$ cat src/rtl/core/vibe_pkg.sv
// Package for the background subtractor: payload structs, mode codes, sizes.
// No dependencies; used by every module in rtl/core.
`default_nettype none
package vibe_pkg;

  localparam int MaxRows   = 128;
  localparam int MaxCols   = 128;
  localparam int Samples   = 16;
  localparam int RowW      = $clog2(MaxRows);
  localparam int ColW      = $clog2(MaxCols);
  localparam int SlotW     = $clog2(Samples);
  localparam int AddrW     = RowW + ColW + SlotW;
  localparam int CntW      = $clog2(Samples + 1);

  localparam logic [1:0] CfgThresh = 2'd0;
  localparam logic [1:0] CfgMinClose = 2'd1;
  localparam logic [1:0] CfgRows = 2'd2;
  localparam logic [1:0] CfgCols = 2'd3;

  typedef enum logic [1:0] {
    MODE_CLASSIFY = 2'd0,
    MODE_UPDATE   = 2'd1,
    MODE_INIT     = 2'd2,
    MODE_NONE     = 2'd3
  } mode_t;

  typedef enum logic [2:0] {
    ST_IDLE, ST_READ, ST_WR_NB, ST_DONE
  } state_t;

  typedef struct packed {
    logic [1:0]  mode;
    logic [6:0]  row;
    logic [6:0]  col;
    logic [7:0]  chan0;
    logic [7:0]  chan1;
    logic [7:0]  chan2;
    logic [3:0]  sample_slot;
    logic [2:0]  neighbor_dir;
    logic [7:0]  update_draw;
    logic        mask_foreground;
    logic [14:0] noise_packed;
  } in_item_t;

  typedef struct packed {
    logic       is_foreground;
    logic [4:0] close_count;
  } out_item_t;

  // Memory request from the sequencer.
  typedef struct packed {
    logic             we;
    logic [AddrW-1:0] addr;
    logic [23:0]      wdata;
  } mem_req_t;

  // Saturating add of a 5-bit two's complement offset.
  function automatic logic [7:0] add_off(input logic [7:0] v, input logic [4:0] o);
    logic signed [9:0] s;
    s = $signed({2'b00, v}) + $signed({{5{o[4]}}, o});
    if (s < 0) return 8'd0;
    if (s > 10'sd255) return 8'hFF;
    return s[7:0];
  endfunction

  function automatic logic [7:0] absd(input logic [7:0] a, input logic [7:0] b);
    return (a > b) ? (a - b) : (b - a);
  endfunction

endpackage
`default_nettype wire

$ cat src/rtl/core/vibe_seq.sv
// Sequencer: address generation, distance/count, update and init writes.
// Depends on vibe_pkg; drives vibe_sample_mem.
`default_nettype none
module vibe_seq (
  input  wire logic               clk,
  input  wire logic               rst_n,
  input  wire logic               start,
  input  wire vibe_pkg::in_item_t in_item,
  input  wire logic [7:0]         thresh,
  input  wire logic [4:0]         min_close,
  input  wire logic [7:0]         rows,
  input  wire logic [7:0]         cols,
  input  wire logic [23:0]        rdata,
  output vibe_pkg::mem_req_t      req,
  output logic                    busy,
  output logic                    out_strobe,
  output vibe_pkg::out_item_t     out_item
);
  localparam int RowW = vibe_pkg::RowW;
  localparam int ColW = vibe_pkg::ColW;
  localparam int SlotW = vibe_pkg::SlotW;
  localparam int CntW = vibe_pkg::CntW;

  vibe_pkg::state_t state_r, state_nxt;
  vibe_pkg::in_item_t item_r;
  logic [RowW-1:0] r_r, nr_r;
  logic [ColW-1:0] c_r, nc_r;
  logic [SlotW:0] k_r;
  logic           rv_r;
  logic [CntW-1:0] cnt_r;
  logic           fg_r, strobe_r;

  // Clamp dimensions, position and the neighbour position
  logic [7:0] nrows, ncols;
  logic [RowW-1:0] r_in, nb_r;
  logic [ColW-1:0] c_in, nb_c;
  logic signed [RowW+1:0] tr;
  logic signed [ColW+1:0] tc;
  logic signed [1:0] dr, dc;
  always_comb begin
    nrows = (rows == 8'd0) ? 8'd1 : (rows > 8'(vibe_pkg::MaxRows)) ? 8'(vibe_pkg::MaxRows) : rows;
    ncols = (cols == 8'd0) ? 8'd1 : (cols > 8'(vibe_pkg::MaxCols)) ? 8'(vibe_pkg::MaxCols) : cols;
    r_in = ({1'b0, in_item.row} >= nrows) ? RowW'(nrows - 8'd1) : in_item.row;
    c_in = ({1'b0, in_item.col} >= ncols) ? ColW'(ncols - 8'd1) : in_item.col;
    case (in_item.neighbor_dir)
      3'd0: begin dr = -2'sd1; dc = -2'sd1; end
      3'd1: begin dr = -2'sd1; dc = 2'sd0; end
      3'd2: begin dr = -2'sd1; dc = 2'sd1; end
      3'd3: begin dr = 2'sd0; dc = -2'sd1; end
      3'd4: begin dr = 2'sd0; dc = 2'sd1; end
      3'd5: begin dr = 2'sd1; dc = -2'sd1; end
      3'd6: begin dr = 2'sd1; dc = 2'sd0; end
      default: begin dr = 2'sd1; dc = 2'sd1; end
    endcase
    tr = $signed({2'b00, r_in}) + (RowW+2)'(dr);
    tc = $signed({2'b00, c_in}) + (ColW+2)'(dc);
    if (tr < 0) nb_r = '0;
    else if (tr >= $signed({1'b0, nrows})) nb_r = RowW'(nrows - 8'd1);
    else nb_r = tr[RowW-1:0];
    if (tc < 0) nb_c = '0;
    else if (tc >= $signed({1'b0, ncols})) nb_c = ColW'(ncols - 8'd1);
    else nb_c = tc[ColW-1:0];
  end

  // Distance of the returned sample
  logic [8:0] d01, d012;
  logic [7:0] d;
  logic       close;
  always_comb begin
    d01 = {1'b0, vibe_pkg::absd(item_r.chan0, rdata[7:0])}
        + {1'b0, vibe_pkg::absd(item_r.chan1, rdata[15:8])};
    d = d01[8] ? 8'hFF : d01[7:0];
    d012 = {1'b0, d} + {1'b0, vibe_pkg::absd(item_r.chan2, rdata[23:16])};
    d = d012[8] ? 8'hFF : d012[7:0];
    close = d < thresh;
  end

  logic do_upd;
  assign do_upd = (in_item.update_draw == 8'd0) && !in_item.mask_foreground;
  logic [23:0] pix, ipix;
  assign pix = {in_item.chan2, in_item.chan1, in_item.chan0};
  assign ipix = {vibe_pkg::add_off(in_item.chan2, in_item.noise_packed[14:10]),
                 vibe_pkg::add_off(in_item.chan1, in_item.noise_packed[9:5]),
                 vibe_pkg::add_off(in_item.chan0, in_item.noise_packed[4:0])};

  // Next state
  always_comb begin
    state_nxt = state_r;
    case (state_r)
      vibe_pkg::ST_IDLE: begin
        if (start) begin
          if (in_item.mode == vibe_pkg::MODE_CLASSIFY) state_nxt = vibe_pkg::ST_READ;
          else if (in_item.mode == vibe_pkg::MODE_UPDATE && do_upd)
            state_nxt = vibe_pkg::ST_WR_NB;
          else state_nxt = vibe_pkg::ST_DONE;
        end
      end
      vibe_pkg::ST_READ:  if (rv_r && k_r == (SlotW+1)'(vibe_pkg::Samples)) state_nxt = vibe_pkg::ST_DONE;
      vibe_pkg::ST_WR_NB: state_nxt = vibe_pkg::ST_DONE;
      vibe_pkg::ST_DONE:  state_nxt = vibe_pkg::ST_IDLE;
      default:            state_nxt = vibe_pkg::ST_IDLE;
    endcase
  end

  // Memory request
  always_comb begin
    req = '0;
    case (state_r)
      vibe_pkg::ST_IDLE: begin
        req.addr = {r_in, c_in, in_item.sample_slot};
        if (start && in_item.mode == vibe_pkg::MODE_INIT) begin
          req.we = 1'b1; req.wdata = ipix;
        end else if (start && in_item.mode == vibe_pkg::MODE_UPDATE && do_upd) begin
          req.we = 1'b1; req.wdata = pix;
        end else if (start && in_item.mode == vibe_pkg::MODE_CLASSIFY) begin
          req.addr = {r_in, c_in, {SlotW{1'b0}}};
        end
      end
      vibe_pkg::ST_READ: req.addr = {r_r, c_r, k_r[SlotW-1:0]};
      vibe_pkg::ST_WR_NB: begin
        req.we = 1'b1;
        req.addr = {nr_r, nc_r, item_r.sample_slot};
        req.wdata = {item_r.chan2, item_r.chan1, item_r.chan0};
      end
      default: req = '0;
    endcase
  end

  // Registers
  always_ff @(posedge clk) begin
    if (!rst_n) begin
      state_r <= vibe_pkg::ST_IDLE;
      strobe_r <= 1'b0;
      rv_r <= 1'b0;
    end else begin
      state_r <= state_nxt;
      strobe_r <= (state_r == vibe_pkg::ST_DONE);
      rv_r <= (state_r == vibe_pkg::ST_IDLE) ? (start && in_item.mode == vibe_pkg::MODE_CLASSIFY)
            : (state_r == vibe_pkg::ST_READ);
    end
    if (state_r == vibe_pkg::ST_IDLE && start) begin
      item_r <= in_item;
      r_r <= r_in; c_r <= c_in; nr_r <= nb_r; nc_r <= nb_c;
      k_r <= (SlotW+1)'(1);
      cnt_r <= '0;
    end else if (state_r == vibe_pkg::ST_READ) begin
      k_r <= k_r + 1'b1;
      cnt_r <= cnt_r + CntW'(close);
    end
    if (state_r == vibe_pkg::ST_DONE) begin
      fg_r <= (item_r.mode == vibe_pkg::MODE_CLASSIFY) && (5'(cnt_r) < min_close);
    end
  end

  assign busy = (state_r != vibe_pkg::ST_IDLE);
  assign out_strobe = strobe_r;
  assign out_item.is_foreground = fg_r;
  assign out_item.close_count = (item_r.mode == vibe_pkg::MODE_CLASSIFY) ? 5'(cnt_r) : 5'd0;
endmodule
`default_nettype wire

$ cat config.mk
export PLATFORM = sky130hd
export DESIGN_NAME = vibe_seq
export DESIGN_NICKNAME = d
export VERILOG_FILES = /design/src/rtl/core/vibe_pkg.sv /design/src/rtl/core/vibe_seq.sv
export SDC_FILE = /design/constraint.sdc
export NUM_CORES = 1
export LEC_CHECK = 0
export BUFFER_PORTS_ARGS = -buffer_cell sky130_fd_sc_hd__buf_2
export CORE_UTILIZATION = 45
export CTS_CLUSTER_DIAMETER = 150
export DETAILED_ROUTE_END_ITERATION = 7
export PLACE_DENSITY_LB_ADDON = 0.1
export SLEW_MARGIN = 25
export SYNTH_ARGS = -nofsm -noshare
export SYNTH_HDL_FRONTEND = slang
export SYNTH_SLANG_ARGS = --single-unit
$ cat constraint.sdc
create_clock -name clk -period 9.7 [get_ports clk]
set_clock_uncertainty 0.15 [all_clocks]
set_input_delay 0.97 -clock clk [delete_from_list [all_inputs] [get_ports clk]]
set_output_delay 0.97 -clock clk [all_outputs]
set_load 0.02 [all_outputs]
-- After elaboration in Yosys (flattened, before gate mapping)
Index checks and enable logic that the tools add are counted.
- word-level logic and storage cells: 141
- output and inout port bits: 51
- input bits: 127
- register bits after elaboration: 74
- equal/unequal tests: 14
- multiplexer cells: 53
- reductions and logical operators: 23
- $lt $le $gt $ge: 19
- $add $sub $neg: 17
- operators with widths (kind ; number):
    $mux W8 ; 21
    $pmux W18 S3 ; 1
    $mux W24 ; 2
    $pmux W24 S2 ; 1
    $sub A8 B8 Y8 ; 6
    $add A9 B5 Y10 ; 3
    $gt A10 B9 Y1 const B ; 3
    $lt A10 B1 Y1 const B ; 3
    $mux W7 ; 4
    $gt A8 B8 Y1 ; 3
    $logic_not A8 Y1 ; 3
    $add A8 B2 Y9 ; 2
    $add A8 B8 Y9 ; 2
    $ge A9 B9 Y1 ; 2
    $lt A9 B1 Y1 const B ; 2
    $ge A7 B8 Y1 ; 2
    $gt A8 B8 Y1 const B ; 2
    $sub A7 B1 Y7 const B ; 2
    $mux W1 ; 13
    $eq A3 B2 Y1 const B ; 4
    $mux W4 ; 3
    $eq A3 B3 Y1 const B ; 3
    $logic_and A1 B1 Y1 ; 9
    $pmux W3 S3 ; 1
    21 further kinds ; 29

-- Longest topological paths before layout
Gate-level depths: netlist of run 1.
- word-level depth: 8
- depth in mapped cells: 37
- gate-level depth less buffers: 37

-- Worst setup path before layout of run 1
OpenSTA, ideal clock, no wires.
- path type: input to register
- start point: input port rdata[5]
- end point: register cnt_r[4]
- stages: 34
- slack: 1986 ps
- library setup time: 215 ps
- data required time: 9335 ps
- path buffers: 1
- data arrival time: 7350 ps
- cell sequence: inv_1 ha_1 nand4_1 or2_2 o21ai_1 buf_2 mux2_2 fa_1 a21oi_1 nor2_1 nor2_1 o21bai_1 a21oi_1 o21bai_1 a21oi_1 nand2b_1 ha_1 fa_1 a21o_1 a21oi_1 o21bai_1 a211o_1 a31oi_2 nand2_1 ha_1 a21o_1 a21o_1 a21oi_1 o21a_1 ha_1 ha_1 nand4_1 xor2_1 nor2_1
- longest elaborated chain between the ends: 8
- elaborated cells between the ends (all ways): 10
- classes of those cells: add/sub: 5; order compare: 2; mux: 3
- ends and longest elaborated chain (item ; RTL line ; source):
    start, declared ; vibe_seq.sv:13 ; input wire logic [23:0] rdata,
    $sub A8 B8 Y8 / $gt A8 B8 Y1 (equally long branches) ; vibe_pkg.sv:67 ; return (a > b) ? (a - b) : (b - a);
    $mux W8 (*) ; vibe_pkg.sv:67 ;
    $add A8 B8 Y9 (*) ; vibe_seq.sv:71 ; + {1'b0, vibe_pkg::absd(item_r.chan1, rdata[15:8])};
    $mux W8 (*) ; vibe_seq.sv:72 ; d = d01[8] ? 8'hFF : d01[7:0];
    $add A8 B8 Y9 (*) ; vibe_seq.sv:73 ; d012 = {1'b0, d} + {1'b0, vibe_pkg::absd(item_r.chan2, rdata[23:16])};
    $mux W8 (*) ; vibe_seq.sv:74 ; d = d012[8] ? 8'hFF : d012[7:0];
    $lt A8 B8 Y1 (*) ; vibe_seq.sv:75 ; close = d < thresh;
    $add A5 B1 Y5 (*) ; vibe_seq.sv:148 ; cnt_r <= cnt_r + CntW'(close);
    end signal, assigned ; vibe_seq.sv:148 ;
    end, declared ; vibe_seq.sv:30 ; logic [CntW-1:0] cnt_r;
Every way passes the cells marked *; elsewhere a longest branch is shown, timed or not.
A chain may end at the register's enable or synchronous reset.

-- Final worst setup path of run 1
Same ends and word-level chain as after synthesis.

==> summary.log, run 1 <==
[worst_setup_path] Reg2Reg Capture Point cnt_r[4]
[global_route] global-route wire length before repair 39.2 mm
[worst_setup_path] largest driver fanout on the critical path 12
[route] number of remaining DRC errors 0
[hold_path] classification of the worst-slack hold path reg2reg
[finish] most frequent standard cell in the layout excluding fill and tap cells buf_2
[clocking] insertion delay of the later-clocked pin in the worst-skew pair 0.34 ns
[yosys] number of cells produced by synthesis 1118
[sta] headroom to the max-slew limit 34.9%
[floorplan] IO Count 178
[place] IO Port Bufs 177
[worst_setup_path] kind of capture point of the worst setup path register
[power_and_ir_drop] worst supply voltage drop on vdd 0.000224 V
[route] total wire length 24.3 mm
[sta] final critical path time including I/O delays and setup 8.33 ns
[worst_setup_path] Critical Path AT 8.38 ns
[finish] most frequent cells in the layout buf_2, ha_1, inv_1
[route] post-detailed-route count of antenna-violating nets 0
[floorplan] area enclosed by the die boundary 21800 µm²
[flow_run] max-cap violations 0
[sta] RSZ-0062 raised after global routing no
[yosys] sequential fraction of the synthesis area 21.5%
[route] vias post-DR 8511
[worst_setup_path] critical path's most frequent cell ha_1
[global_route] maximum number of pins on one net before global-route repair 71
[yosys] number of enable-type register cells in the synthesized netlist 59
[hold_path] WHS Endpoint k_r[4]
[clocking] clk sinks 73
[hold_path] hold path depth 2
[route] DRT Pass-1 Iters 5
[power_and_ir_drop] static leakage 5.22 nW
[sta] highest clock frequency the design can meet 0.120 GHz
[yosys] Post-Synthesis Mean Instance Area 8.53 µm²
[yosys] unique cell type count in the Yosys netlist 73
[worst_setup_path] data required time of the critical path 9.75 ns
[worst_setup_path] Largest stage delay, worst path 0.79 ns
[power_and_ir_drop] PD cells 264 nW/µm²
[hold_path] Min-Delay Startpoint k_r[4]
[worst_setup_path] reg-to-reg critical path startpoint item_r[47]
[yosys] dominant register cell in the synthesized netlist edfxtp_1
[clocking] CTS Root Cell clkbuf_16
[worst_setup_path] worst-case register-to-register setup slack 1.61 ns
[sta] # setup viols final 0
[route] per-cell routed wire length 15.5 µm
[global_route] Total GRT Usage 22.3%
[sta] fin crit share 85.9%
[floorplan] starting utilization of the core area 46.5%
[worst_setup_path] cell depth of the worst flop-to-flop path 35
[clocking] CTS-repair resized insts 0
[finish] number of fill cells in the layout 1972
[global_route] initial antenna violation count 2
[finish] NumNets Final 1586
[yosys] fraction of synthesis flops using an asynchronous set or reset pin 0%
[clocking] post-CTS clock slew at the launch and capture registers of the worst setup and hold paths 0.06 ns
[worst_setup_path] startpoint class of the critical path input port
[place] half-perimeter wire length after detailed placement 19.8 mm
[sta] number of pins with negative max-slew slack in the final report 0
[floorplan] height of the die 148 µm
[worst_setup_path] path type of the worst setup path in2reg
[clocking] total setup buffers inserted after CTS 0
[finish] share of layout cells above drive strength 1 18.5%
[clocking] number of hold-repair buffers added at the cts stage 0
[floorplan] floorplan core area 20500 µm²
[clocking] CTS tree built
[worst_setup_path] category of cells accounting for the largest share of critical-path delay compound AO/OA/AOI/OAI gates
[yosys] post-synthesis instance area 9530 µm²
[worst_setup_path] critical-path cell with the highest stage delay o21ai_1
[yosys] post-synthesis sequential element count 73
[global_route] residual overflow from global routing 0
[clocking] maximum count of clock buffers along a single path 2
[sta] sum of negative setup slack 0 ns
[floorplan] row count 52
[clocking] CTS H-tree depth 3
[floorplan] overall die width 148 µm
[global_route] via count of the first global-routing pass 8130
[finish] Syn-to-layout area delta 15.3%
[finish] utilization of the core after routing 53.7%
[place] final estimated routing congestion in global placement 0.867
[route] ratio of routed vias to standard cells 5.43
[sta] number of endpoints with negative hold slack in the final report 0
[status] outcome complete, no violations
[yosys] Synth Net Count 1414
[sta] transition time of the tightest slew-check pin 0.970 ns
[route] DRC violation total after the first TritonRoute iteration 425
[yosys] Warnings, synthesis 0
[clocking] clock buffer count from CTS 9
[worst_setup_path] Worst Path Buf+Inv 2
[layout make-up]
type	instances	area, µm²	area share (%)
Timing Repair Buffer	185	946	8.60
Tap cell	270	338	3.07
Clock buffer	10	229	2.08
Sequential cell	73	2050	18.7
Clock inverter	6	43.8	0.398
Antenna cell	2	5.00	0.0455
Inverter	123	462	4.20
Multi-Input combinational cell	898	6920	62.9
[layer usage]
layer  vias up  wire, µm  GRT usage, %
met1      3942     11100          28.2
met2       146     12300          41.1
met5         -         0             0
li1       4406         -             -
met3        17       692          1.73
met4         0       265          4.85
[worst register-to-register path: cells and delay by family, from the launching register on]
family                     cells  cell delay, ns
DFF                            1            0.44
and+or+nand+nor                7            0.69
buffers and inverters          2            0.14
muxes                          1            0.45
adders and majority gates      8            2.27
AOI/OAI and AO/OA             16            3.67
xor gates and xnor gates       1            0.15
[cell usage after synthesis, drive strengths merged (9+ instances only)]
library cell / n / area, µm²
o21ai: 65 / 325
mux2: 17 / 191
xor2: 26 / 228
and2: 9 / 56.3
nand4: 13 / 81.3
nand2b: 21 / 131
fa: 13 / 260
o21bai: 17 / 128
a22oi: 26 / 195
buf: 9 / 51.3
o31ai: 10 / 80.1
o211ai: 24 / 180
clkbuf: 15 / 56.3
a21oi: 84 / 428
mux2i: 32 / 320
a32o: 11 / 110
ha: 156 / 1950
nor2b: 20 / 125
a211oi: 11 / 103
xnor2: 41 / 359
inv: 121 / 454
dfxtp: 14 / 280
nor3: 14 / 70.1
nor2: 109 / 409
nand2: 68 / 255
edfxtp: 59 / 1770
a21o: 17 / 128
[flip-flops by register name (all words and copies together), names as in the netlist]
name	flops
c_r	7
rv_r	1
out_strobe	1
nr_r	7
state_r	2
nc_r	7
r_r	7
item_r	30
k_r	5
fg_r	1
cnt_r	5
[stage by stage]
stage	hold WS [ns]	instance area [µm²]	setup slack, ns	total power (W)	std cells
2_1_floorplan	0.329	9530	1.99	0.00213	1118
3_3_place_gp	0.351	10700	1.19	0.00259	1549
5_1_grt	0.420	11000	0.733	0.00321	1565
4_1_cts	0.375	11000	1.41	0.00293	1565
6_report	0.373	11000	1.37	0.00290	1567
3_5_place_dp	0.355	10700	1.06	0.00260	1549
[power breakdown]
part,leakage (nW),internal [W],switching (W),total (W)
Sequential,0.676,0.000441,0.0000503,0.000491
Clock,0.133,0.000174,0.000139,0.000313
Combinational,4.41,0.000910,0.00119,0.00210
[cell families (layout without fill, tap and decap cells)]
family	count (synthesis)	in the layout	synth area share, %
multiplexers	49	49	5.37
other	0	2	0
flip-flops	73	73	21.5
XOR/XNOR	67	67	6.15
buffers and inverters	147	324	5.97
AND/OR/NAND/NOR	294	294	14.8
AO/OA/AOI/OAI	319	319	23.0
adder cells (fa/ha/maj)	169	169	23.2
[worst max path at each step]
| stage | start | to | slack (ns) | depth (start not counted) |
|---|---|---|---|---|
| after floorplan | rdata[5] | cnt_r[4] | 1.99 | 34 |
| after global placement | rdata[5] | cnt_r[4] | 1.19 | 34 |
| after detailed placement | rdata[5] | cnt_r[4] | 1.06 | 34 |
| after CTS | rdata[5] | cnt_r[4] | 1.41 | 34 |
| after global routing | rdata[5] | cnt_r[4] | 0.73 | 34 |
| final | rdata[5] | cnt_r[4] | 1.37 | 34 |
(Power assumes the default switching activity.)
==> run 2, diff against run 1 <==
--- a/config.mk
+++ b/config.mk
@@ -9,7 +9,8 @@
 export CORE_UTILIZATION = 45
 export CTS_CLUSTER_DIAMETER = 150
 export DETAILED_ROUTE_END_ITERATION = 7
-export PLACE_DENSITY_LB_ADDON = 0.1
+export MAX_ROUTING_LAYER = met4
+export PLACE_DENSITY = 0.68
 export SLEW_MARGIN = 25
 export SYNTH_ARGS = -nofsm -noshare
 export SYNTH_HDL_FRONTEND = slang
==> run 2 against run 1 <==
Against the previous run:
- worst hold slack improved by 0.012 ns
- via count rose by 2.4%
- total power increased by 2.0%
- final area about the same
- critical path type unchanged
==> summary.log, run 2 (synthesis results as in run 1) <==
[status] outcome complete, no violations
[worst_setup_path] Reg2Reg Capture Point cnt_r[4]
[floorplan] row count 52 [unchanged]
[clocking] CTS Root Cell clkbuf_16
[worst_setup_path] worst-case register-to-register setup slack 1.60 ns [about the same]
[sta] highest clock frequency the design can meet 0.120 GHz [-0.24%]
[route] number of remaining DRC errors 0 [unchanged]
[global_route] initial antenna violation count 4 [+2]
[worst_setup_path] critical path's most frequent cell ha_1
[finish] max FFs per register 30 [unchanged]
[power_and_ir_drop] power spent charging and discharging nets 0.00143 W [+3.5%]
[route] DRT Pass-1 Iters 5 [unchanged]
[floorplan] area enclosed by the die boundary 21800 µm² [unchanged]
[route] detailed route wirelength on metal3 1.13 mm [+64%]
[route] DR WL met2 12.0 mm [-2.0%]
[worst_setup_path] kind of capture point of the worst setup path register
[clocking] CTS H-tree depth 3 [unchanged]
[route] vias post-DR 8713 [+2.4%]
[power_and_ir_drop] worst supply voltage drop on vdd 0.000215 V [-3.9%]
[finish] NumNets Final 1583 [-0.19%]
[finish] share of layout cells above drive strength 1 18.4% [-0.11 points]
[power_and_ir_drop] internal power 0.00154 W [+0.66%]
[global_route] residual overflow from global routing 0 [unchanged]
[worst_setup_path] critical-path cell with the highest stage delay o21ai_1
[finish] utilization of the core after routing 53.7% [about the same]
[power_and_ir_drop] share of power burned in registers 16.6% [-0.3 points]
[worst_setup_path] cell depth of the worst flop-to-flop path 35 [unchanged]
[place] IO Port Bufs 177 [unchanged]
[power_and_ir_drop] switching share of total power 48.2% [+0.69 points]
[clocking] insertion delay of the later-clocked pin in the worst-skew pair 0.34 ns [about the same]
[sta] number of endpoints with negative hold slack in the final report 0 [unchanged]
[clocking] CTS tree built
[clocking] total setup buffers inserted after CTS 0 [unchanged]
[global_route] Total GRT Usage 23.7% [+1.4 points]
[hold_path] hold path depth 2 [unchanged]
[sta] final critical path time including I/O delays and setup 8.35 ns [+0.0204 ns]
[sta] headroom to the max-slew limit 31.6% [-3.3 points]
[power_and_ir_drop] PD cells 269 nW/µm² [+2.0%]
[floorplan] IO Count 178 [unchanged]
[power_and_ir_drop] clock network fraction of design power 11.2% [+0.4 points]
[power_and_ir_drop] static leakage 5.21 nW [-0.11%]
[floorplan] floorplan core area 20500 µm² [unchanged]
[worst_setup_path] startpoint class of the critical path input port
[sta] RSZ-0062 raised after global routing no
[finish] Largest Register item_r
[clocking] maximum count of clock buffers along a single path 2 [unchanged]
[global_route] maximum number of pins on one net before global-route repair 72 [+1.4%]
[sta] # setup viols final 0 [unchanged]
[clocking] number of hold-repair buffers added at the cts stage 0 [unchanged]
[hold_path] Min-Delay Startpoint k_r[4]
[route] total wire length 24.7 mm [+1.3%]
[route] met1 WL 11.2 mm [+0.49%]
[floorplan] starting utilization of the core area 46.5% [unchanged]
[clocking] CTS-repair resized insts 0 [unchanged]
[worst_setup_path] Critical Path AT 8.40 ns [+0.02 ns]
[finish] most frequent standard cell in the layout excluding fill and tap cells buf_2
[global_route] global-route wire length before repair 40.7 mm [+3.7%]
[worst_setup_path] Largest stage delay, worst path 0.78 ns [about the same]
[flow_run] max-cap violations 0 [unchanged]
[finish] Syn-to-layout area delta 15.4% [about the same]
[floorplan] height of the die 148 µm [unchanged]
[place] final estimated routing congestion in global placement 0.919 [+6.0%]
[route] per-cell routed wire length 15.7 µm [+1.4%]
[clocking] clock buffer count from CTS 9 [unchanged]
[worst_setup_path] path type of the worst setup path in2reg
[hold_path] WHS Endpoint k_r[4]
[clocking] clk sinks 73 [unchanged]
[global_route] via count of the first global-routing pass 8371 [+3.0%]
[worst_setup_path] data required time of the critical path 9.75 ns [about the same]
[route] post-detailed-route count of antenna-violating nets 0 [unchanged]
[sta] transition time of the tightest slew-check pin 1.02 ns [+0.0489 ns]
[hold_path] classification of the worst-slack hold path reg2reg
[worst_setup_path] reg-to-reg critical path startpoint item_r[39]
[sta] sum of negative setup slack 0 ns [unchanged]
[sta] fin crit share 86.1% [+0.21 points]
[route] top routing layer in use met4
[route] DRC violation total after the first TritonRoute iteration 425 [unchanged]
[place] half-perimeter wire length after detailed placement 19.8 mm [unchanged]
[finish] most frequent cells in the layout buf_2, ha_1, inv_1
[sta] number of pins with negative max-slew slack in the final report 0 [unchanged]
[clocking] post-CTS clock slew at the launch and capture registers of the worst setup and hold paths 0.07 ns [about the same]
[route] ratio of routed vias to standard cells 5.56 [+2.4%]
[floorplan] overall die width 148 µm [unchanged]
[worst_setup_path] largest driver fanout on the critical path 12 [unchanged]
[power_and_ir_drop] combinational share of power 72.2% [about the same]
## run 2: worst max-delay path, delay by kind of cell
family	cells	cell delay [ns]
AOI/OAI and AO/OA	17	4.00
xor gates and xnor gates	1	0.16
adders and majority gates	7	2.07
buffers and inverters	2	0.14
muxes	1	0.46
and+or+nand+nor	6	0.58
## run 2: metal layers
metal  GRT usage (%)  vias to the layer above
li1                -                     4415
met1            30.0                     4080
met2            39.9                      197
met3            2.75                       21
met4            6.29                        0
met5               -                        -
## run 2: cell type report
type / count / area [µm²]
inverter: 123 / 462
fill: 1994 / 9500
multi-input combinational: 898 / 6930
timing repair buffer: 182 / 923
clock inverter: 7 / 57.6
sequential: 73 / 2050
antenna: 4 / 10.0
tap: 270 / 338
clock buffer: 9 / 225
## run 2: power groups by stage
stage               Clock [W]  Combinational, W  Sequential (W)
floorplan                   0           0.00165        0.000481
global placement            0           0.00208        0.000496
detailed placement          0           0.00213        0.000498
CTS                  0.000340           0.00214        0.000491
global route         0.000351           0.00242        0.000501
finish               0.000333           0.00214        0.000491
## run 2: how the worst max path moves through the flow
stage,start,endpoint,slack (ns),cells past startpoint
global placement,rdata[13],cnt_r[4],1.21,34
floorplan,rdata[5],cnt_r[4],1.99,34
finish,rdata[13],cnt_r[4],1.35,34
CTS,rdata[13],cnt_r[4],1.39,34
global route,rdata[5],cnt_r[4],0.62,34
detailed placement,rdata[13],cnt_r[4],1.0,34
## run 2: through the flow
| step | setup WS, ns | hold slack [ns] | cell area [µm²] | total power, W | cells |
|---|---|---|---|---|---|
| floorplan | 1.99 | 0.329 | 9530 | 0.00213 | 1118 |
| global placement | 1.21 | 0.349 | 10700 | 0.00257 | 1546 |
| detailed placement | 0.998 | 0.366 | 10700 | 0.00262 | 1546 |
| CTS | 1.39 | 0.380 | 11000 | 0.00297 | 1562 |
| global route | 0.615 | 0.433 | 11000 | 0.00327 | 1566 |
| finish | 1.35 | 0.385 | 11000 | 0.00296 | 1566 |
